### src/design/sfl_pkg.sv
// shared types and constants for the slot free-list allocator
`timescale 1ns / 1ps

package sfl_pkg;

  // slot index width and the largest slot space the request format can name
  localparam int unsigned SLOT_W        = 8;
  localparam int unsigned SLOT_SPACE    = 256;
  localparam int unsigned COUNT_W       = 9;
  localparam int unsigned SLOTS_DEFAULT = 256;
  localparam logic [COUNT_W-1:0] COUNT_RESET = 9'd256;

  // request kinds
  localparam logic ACT_ALLOC = 1'b0;
  localparam logic ACT_FREE  = 1'b1;

  // per-slot tag
  typedef enum logic [1:0] {
    TAG_NEVER = 2'd0,
    TAG_FREE  = 2'd1,
    TAG_ALLOC = 2'd2
  } tag_t;

  // result status codes
  typedef enum logic [2:0] {
    ST_POP       = 3'd0,
    ST_BUMP      = 3'd1,
    ST_EXHAUSTED = 3'd2,
    ST_FREED     = 3'd3,
    ST_REJECT    = 3'd4
  } status_t;

  // one slot entry: tag plus link to the next free slot
  typedef struct packed {
    tag_t              tag;
    logic              link_end;
    logic [SLOT_W-1:0] link;
  } entry_t;

  // write port of the slot store
  typedef struct packed {
    logic              en;
    logic [SLOT_W-1:0] addr;
    entry_t            entry;
  } store_wr_t;

endpackage

### src/design/slot_free_list_bump_allocator_top.sv
// top level of the slot allocator: free list plus bump index over one span
//
// channel | dir | handshake          | content
// s_*     | in  | s_tvalid/s_tready  | s_tdata: action[0], slot[8:1], zero fill
// m_*     | out | m_tvalid/m_tready  | m_tdata: result_slot[7:0], status[10:8],
//         |     |                    |          exhausted[11], zero fill
// cfg_*   | in  | cfg_wen            | cfg_wdata: span_limit
//
// each request first reads the slot store entry (head or requested slot),
// then is decided, writes the entry back and loads the result.
// the read-modify-write of the slot store sets this order.
// the result register frees the input side while a result waits; the decide
// cycle holds while the result register is still full and not taken.
// reset is synchronous; it clears all per-slot used bits at once, so every tag reads as never used (no clearing pass).
`timescale 1ns / 1ps

module slot_free_list_bump_allocator_top
  import sfl_pkg::*;
#(
  parameter int unsigned SLOTS = SLOTS_DEFAULT
) (
  input  logic                clk,
  input  logic                rst,
  input  logic                s_tvalid,
  output logic                s_tready,
  input  logic [15:0]         s_tdata,   // action, slot
  output logic                m_tvalid,
  input  logic                m_tready,
  output logic [15:0]         m_tdata,   // result_slot, status, exhausted
  input  logic                cfg_wen,
  input  logic [COUNT_W-1:0]  cfg_wdata  // span_limit
);

  localparam int unsigned DEPTH = (SLOTS < SLOT_SPACE) ? SLOTS : SLOT_SPACE;
  localparam int unsigned AW    = (DEPTH > 1) ? $clog2(DEPTH) : 1;
  localparam logic [COUNT_W-1:0] DEPTH_CNT = COUNT_W'(DEPTH);

  typedef enum logic {
    S_IDLE,
    S_LOOK
  } state_t;

  state_t             state;
  logic [COUNT_W-1:0] span_limit;
  logic               head_empty;
  logic [AW-1:0]      head_slot;
  logic [COUNT_W-1:0] bump_index;
  logic               req_action;
  logic [SLOT_W-1:0]  req_slot;

  logic               in_xfer;
  logic               out_free;
  logic               fire;
  logic [COUNT_W-1:0] eff_count;
  logic [SLOT_W-1:0]  rd_addr;
  entry_t             rd_entry;
  logic               rd_used;
  tag_t               rd_tag;
  store_wr_t          wr;

  logic               head_empty_next;
  logic [AW-1:0]      head_slot_next;
  logic [COUNT_W-1:0] bump_index_next;
  logic [SLOT_W-1:0]  res_slot;
  status_t            res_status;
  logic               exhausted_next;

  assign s_tready = (state == S_IDLE);
  assign in_xfer  = s_tvalid && s_tready;
  assign out_free = !m_tvalid || m_tready;
  assign fire     = (state == S_LOOK) && out_free;

  // effective slot count, capped at the store depth
  assign eff_count = (span_limit > DEPTH_CNT) ? DEPTH_CNT : span_limit;

  // read the free-list head for allocate, the named slot for free
  assign rd_addr = (s_tdata[0] == ACT_FREE) ? s_tdata[8:1] : SLOT_W'(head_slot);
  assign rd_tag  = rd_used ? rd_entry.tag : TAG_NEVER;

  sfl_slot_store #(
    .DEPTH (DEPTH)
  ) u_store (
    .clk      (clk),
    .rst      (rst),
    .rd_en    (in_xfer),
    .rd_addr  (rd_addr),
    .rd_entry (rd_entry),
    .rd_used  (rd_used),
    .wr       (wr)
  );

  // decide the request once the entry is back
  always_comb begin
    head_empty_next = head_empty;
    head_slot_next  = head_slot;
    bump_index_next = bump_index;
    res_slot        = '0;
    res_status      = ST_EXHAUSTED;
    wr.en           = 1'b0;
    wr.addr         = req_slot;
    wr.entry        = rd_entry;
    if (req_action == ACT_ALLOC) begin
      priority if (!head_empty) begin
        // pop the free-list head
        head_empty_next = rd_entry.link_end;
        head_slot_next  = rd_entry.link[AW-1:0];
        res_slot        = SLOT_W'(head_slot);
        res_status      = ST_POP;
        wr.en           = fire;
        wr.addr         = SLOT_W'(head_slot);
        wr.entry.tag    = TAG_ALLOC;
      end else if (bump_index < eff_count) begin
        // take the next never-used slot
        bump_index_next = bump_index + COUNT_W'(1);
        res_slot        = bump_index[SLOT_W-1:0];
        res_status      = ST_BUMP;
        wr.en           = fire;
        wr.addr         = bump_index[SLOT_W-1:0];
        wr.entry.tag    = TAG_ALLOC;
      end else begin
        res_status = ST_EXHAUSTED;
      end
    end else begin
      if (({1'b0, req_slot} < eff_count) && (rd_tag == TAG_ALLOC)) begin
        // push the slot on the free list
        head_empty_next   = 1'b0;
        head_slot_next    = req_slot[AW-1:0];
        res_slot          = req_slot;
        res_status        = ST_FREED;
        wr.en             = fire;
        wr.addr           = req_slot;
        wr.entry.tag      = TAG_FREE;
        wr.entry.link_end = head_empty;
        wr.entry.link     = SLOT_W'(head_slot);
      end else begin
        res_status = ST_REJECT;
      end
    end
    exhausted_next = head_empty_next && (bump_index_next >= eff_count);
  end

  // configuration register
  always_ff @(posedge clk) begin
    if (rst) begin
      span_limit <= COUNT_RESET;
    end else if (cfg_wen) begin
      span_limit <= cfg_wdata;
    end
  end

  // request capture
  always_ff @(posedge clk) begin
    if (in_xfer) begin
      req_action <= s_tdata[0];
      req_slot   <= s_tdata[8:1];
    end
  end

  // sequencer, allocator state and result register
  always_ff @(posedge clk) begin
    if (rst) begin
      state      <= S_IDLE;
      head_empty <= 1'b1;
      head_slot  <= '0;
      bump_index <= '0;
      m_tvalid   <= 1'b0;
      m_tdata    <= '0;
    end else begin
      // result valid: set by a decision, cleared when taken
      priority if (fire) begin
        m_tvalid <= 1'b1;
      end else if (m_tvalid && m_tready) begin
        m_tvalid <= 1'b0;
      end
      unique case (state)
        S_IDLE: begin
          if (in_xfer) begin
            state <= S_LOOK;
          end
        end
        S_LOOK: begin
          if (out_free) begin
            state      <= S_IDLE;
            head_empty <= head_empty_next;
            head_slot  <= head_slot_next;
            bump_index <= bump_index_next;
            m_tdata    <= {4'b0, exhausted_next, res_status, res_slot};
          end
        end
        default: begin
          state <= S_IDLE;
        end
      endcase
    end
  end

`ifndef SYNTHESIS
  // the free-list head always names a free slot that was written
  a_head_is_free: assert property (@(posedge clk) disable iff (rst)
    (state == S_LOOK) && (req_action == ACT_ALLOC) && !head_empty
      |-> rd_used && (rd_entry.tag == TAG_FREE))
    else $error("free-list head does not hold a free slot");

  // bump index never passes the store depth
  a_bump_bound: assert property (@(posedge clk) disable iff (rst)
    bump_index <= DEPTH_CNT)
    else $error("bump index beyond store depth");

  // an exhausted result always reports the exhausted flag
  a_exhausted_flag: assert property (@(posedge clk) disable iff (rst)
    m_tvalid && (m_tdata[10:8] == ST_EXHAUSTED) |-> m_tdata[11])
    else $error("exhausted status without exhausted flag");

  // a decision cycle never overlaps a new request
  a_one_in_flight: assert property (@(posedge clk) disable iff (rst)
    in_xfer |=> (state == S_LOOK) && !s_tready)
    else $error("request accepted while another is in flight");
`endif

endmodule

### src/design/sfl_slot_store.sv
// slot store: synchronous memory of tags and links with per-slot used bits
`timescale 1ns / 1ps

module sfl_slot_store
  import sfl_pkg::*;
#(
  parameter int unsigned DEPTH = SLOT_SPACE
) (
  input  logic              clk,
  input  logic              rst,
  input  logic              rd_en,
  input  logic [SLOT_W-1:0] rd_addr,
  output entry_t            rd_entry,
  output logic              rd_used,
  input  store_wr_t         wr
);

  localparam int unsigned AW = (DEPTH > 1) ? $clog2(DEPTH) : 1;

  entry_t           mem [DEPTH];
  logic [DEPTH-1:0] used;

  // memory array, one write and one registered read per cycle
  always_ff @(posedge clk) begin
    if (wr.en) begin
      mem[wr.addr[AW-1:0]] <= wr.entry;
    end
    if (rd_en) begin
      rd_entry <= mem[rd_addr[AW-1:0]];
    end
  end

  // used bits: an entry never written reads as never used
  always_ff @(posedge clk) begin
    if (rst) begin
      used    <= '0;
      rd_used <= 1'b0;
    end else begin
      if (wr.en) begin
        used[wr.addr[AW-1:0]] <= 1'b1;
      end
      if (rd_en) begin
        rd_used <= used[rd_addr[AW-1:0]];
      end
    end
  end

endmodule

### config.mk
export PLATFORM = sky130hd
export DESIGN_NAME = slot_free_list_bump_allocator_top
export DESIGN_NICKNAME = d
export VERILOG_FILES = /design/src/design/sfl_pkg.sv /design/src/design/slot_free_list_bump_allocator_top.sv /design/src/design/sfl_slot_store.sv
export SDC_FILE = /design/constraint.sdc
export NUM_CORES = 2
export LEC_CHECK = 0
export ABC_CLOCK_PERIOD_IN_PS = 20600
export BUFFER_PORTS_ARGS = -buffer_cell sky130_fd_sc_hd__buf_2
export CAP_MARGIN = 20
export CORE_MARGIN = 2
export CORE_UTILIZATION = 40
export DETAILED_ROUTE_END_ITERATION = 12
export PLACE_DENSITY_LB_ADDON = 0.12
export SYNTH_ARGS = -nofsm -noshare
export SYNTH_HDL_FRONTEND = slang
export SYNTH_SLANG_ARGS = --single-unit
### constraint.sdc
create_clock -name clk -period 20.6 [get_ports clk]
set_input_delay 6.18 -clock clk [delete_from_list [all_inputs] [get_ports clk]]
set_output_delay 6.18 -clock clk [all_outputs]
set_load 0.02 [all_outputs]
==> metrics.cfg <==
[timing]
period_needed_ns = 11.52
setup_viol = 0
relSlewSlack_pct = 12.5
finalHoldViolCount = 0
rsz0062_at_grt = no
min_period_over_period_pct = 55.9
finClkSkew_ns = 0.0645
fmax_mhz = 86.8
setup_tns_ns = 0
layout_setup_ws_ns = 9.08
worstMarginPinSlew_ns = 1.30
slew_viol_final = 0

[routing]
vias = 66666
wl_um = 339000
drc = 0
via_per_inst = 5.73
post_drt_wl_per_cell_um = 29.1
drt_iter0_markers = 6821
final_antenna_net_count = 0
drtPass1Iterations = 5

[yosys]
synth_top_area_cell = edfxtp_1
async_flop_share_pct = 0
synth_enable_flop_cells = 2836
synth_cells = 6999
yosysUniqueCellTypes = 73
ys_warn_count = 0
synthFlopType = edfxtp_1
syn_avg_cell_area_um2 = 17.7
seq_area_frac_synth_pct = 73.6
yosysTopAreaCellShare_pct = 68.7
synth.area.top_cells = edfxtp_1, mux4_2, dfxtp_1
syn_area_um2 = 124000
ys_ff_latch = 3134

[final_layout]
final_util_pct = 45.7
layout_commonest_cell = edfxtp_1
layout.nets = 7303
drive_above_1_share_pct = 22.5
area_delta_synth_final_pct = 13.9
fin_cells = 11641
nFillCells = 26469
most-common-layout-cells = edfxtp_1, nand2_1, mux4_2

[clocking]
clockRootBuffer = clkbuf_16
cts_resized = 0
cts.sinks = 3134
cts_buffers = 332
tritoncts = built
clk_pin_slew_ns = 0.06
htree_levels = 5
clockBufferDepth = 4
worstSkewPairLatency_ns = 0.92
cts.hold.buffers_added = 0
postCtsSetupBuffers = 0

[die]
dieArea_um2 = 314000
die_w_um = 561
rows = 204
ios = 48
die_y_um = 561
core_area_um2 = 309000
initial_utilization_pct = 40.1

[global_route]
grt_use_total_pct = 21.2
first_global_vias = 66506
antenna_found_initial = 10
grt_start_max_net_pins = 201
grt_pass1_wl_um = 485000
overflow = 0

[place]
gp_congestion = 0.812
pre_cts_ws_ns = 7.90
placed_cells = 10933
place_hpwl_um = 187000
port_buffers = 36

[power]
p_total_uw = 13900
irDropWorstVdd_mv = 0.0799
power-per-cell-area_nw_per_um2 = 98.2
leakagePower_uw = 0.0445

[job]
maxCapViolations = 0

[critical_path]
critPathMaxFanout = 83
endpoint_kind = flip-flop
cp-start-kind = primary input
crit_arrival_ns = 12.11
reg2reg_slack_ns = 14.10
crit_type = in -> reg
cp.required_ns = 21.19

[hold_path]
min_path_type = reg -> reg

[status]
status = finished clean

## Yosys cell counts (11+ instances only)
cell type and count:
o21ai_0 33, buf_2 117, a211oi_1 11, nand3_1 194, nand4_1 13, buf_1 39
nor3_1 20, a22oi_1 24, edfxtp_1 2836, a21oi_1 110, ha_1 26, buf_4 71
and3_1 92, clkbuf_1 249, nor4_4 15, mux2i_1 62, nor2_1 572, a31oi_1 313
dfxtp_1 298, nand2_1 857, a311oi_1 132, o221ai_1 15, mux4_2 734, buf_6 30
inv_1 14
## flip-flops by register name, indices dropped and copies added (netlist names)
register and count:
state 1, req_slot 8, u_store.used 256, u_store.mem 2816, u_store.rd_entry 11, head_empty 1, req_action 1, span_limit 9
u_store.rd_used 1, m_tdata 12, m_tvalid 1, head_slot 8, bump_index 9
## kinds of logic (layout without fill, tap and decap cells)
family / Yosys count / after routing / synth area share [%]
DFF: 3134 / 3134 / 73.6
and+or+nand+nor: 1806 / 1806 / 6.27
muxes: 800 / 800 / 13.9
AOI/OAI and AO/OA: 697 / 697 / 3.82
buffers and inverters: 521 / 1032 / 2.09
adders and majority gates: 26 / 26 / 0.263
xor gates and xnor gates: 14 / 14 / 0.0990
other: 1 / 12 / 0.00303
## power by group
part	internal, uW	total, uW	leakage (uW)	switching (uW)
sequential	7080	7090	0.0279	9.41
clock	3310	5790	0.00510	2480
combinational	252	965	0.0115	713
## metal layers
metal	wire [um]	GRT usage [%]	vias to the layer above
met2	155000	32.2	2332
met3	24100	3.95	484
met5	0	0	-
li1	-	-	28404
met1	150000	31.0	35446
met4	10100	6.44	0
## area by class of cell
type / instances / area (um^2) / area share (%)
timing repair buffer: 417 / 3740 / 2.65
tap: 4120 / 5150 / 3.66
sequential: 3134 / 91100 / 64.6
clock inverter: 168 / 1460 / 1.03
antenna: 8 / 20.0 / 0.0142
inverter: 15 / 56.3 / 0.0399
clock buffer: 432 / 8960 / 6.35
multi-input combinational: 3347 / 30500 / 21.6
## path summary, 6_finish.rpt
kind	startpoint	endpoint	depth (start not counted)
worst min-delay path	u_store.used[236]	u_store.used[236]	2
worst min register to register	u_store.used[236]	u_store.used[236]	2
worst max-delay path	s_tdata[0]	u_store.rd_entry[10]	14
worst max register to register	span_limit[8]	u_store.mem[60][8]	15
## worst max-delay path: stages
cell	delay [ns]
buf_2	0.08
buf_4	0.40
mux2_8	0.73
buf_4	0.68
buf_12	0.65
buf_4	0.53
buf_4	0.55
mux4_2	0.59
nand2_1	0.10
nand3_1	0.10
a31oi_1	0.74
a21oi_1	0.17
a22oi_1	0.23
nand2_1	0.21
## metrics by stage
stage | instance area (um^2) | hold WS [ns]
global placement | 129000 | 0.439
floorplan | 124000 | 0.429
global route | 141000 | 0.482
detailed placement | 130000 | 0.448
finish | 141000 | 0.465
CTS | 140000 | 0.464
(Power assumes the default switching activity.)
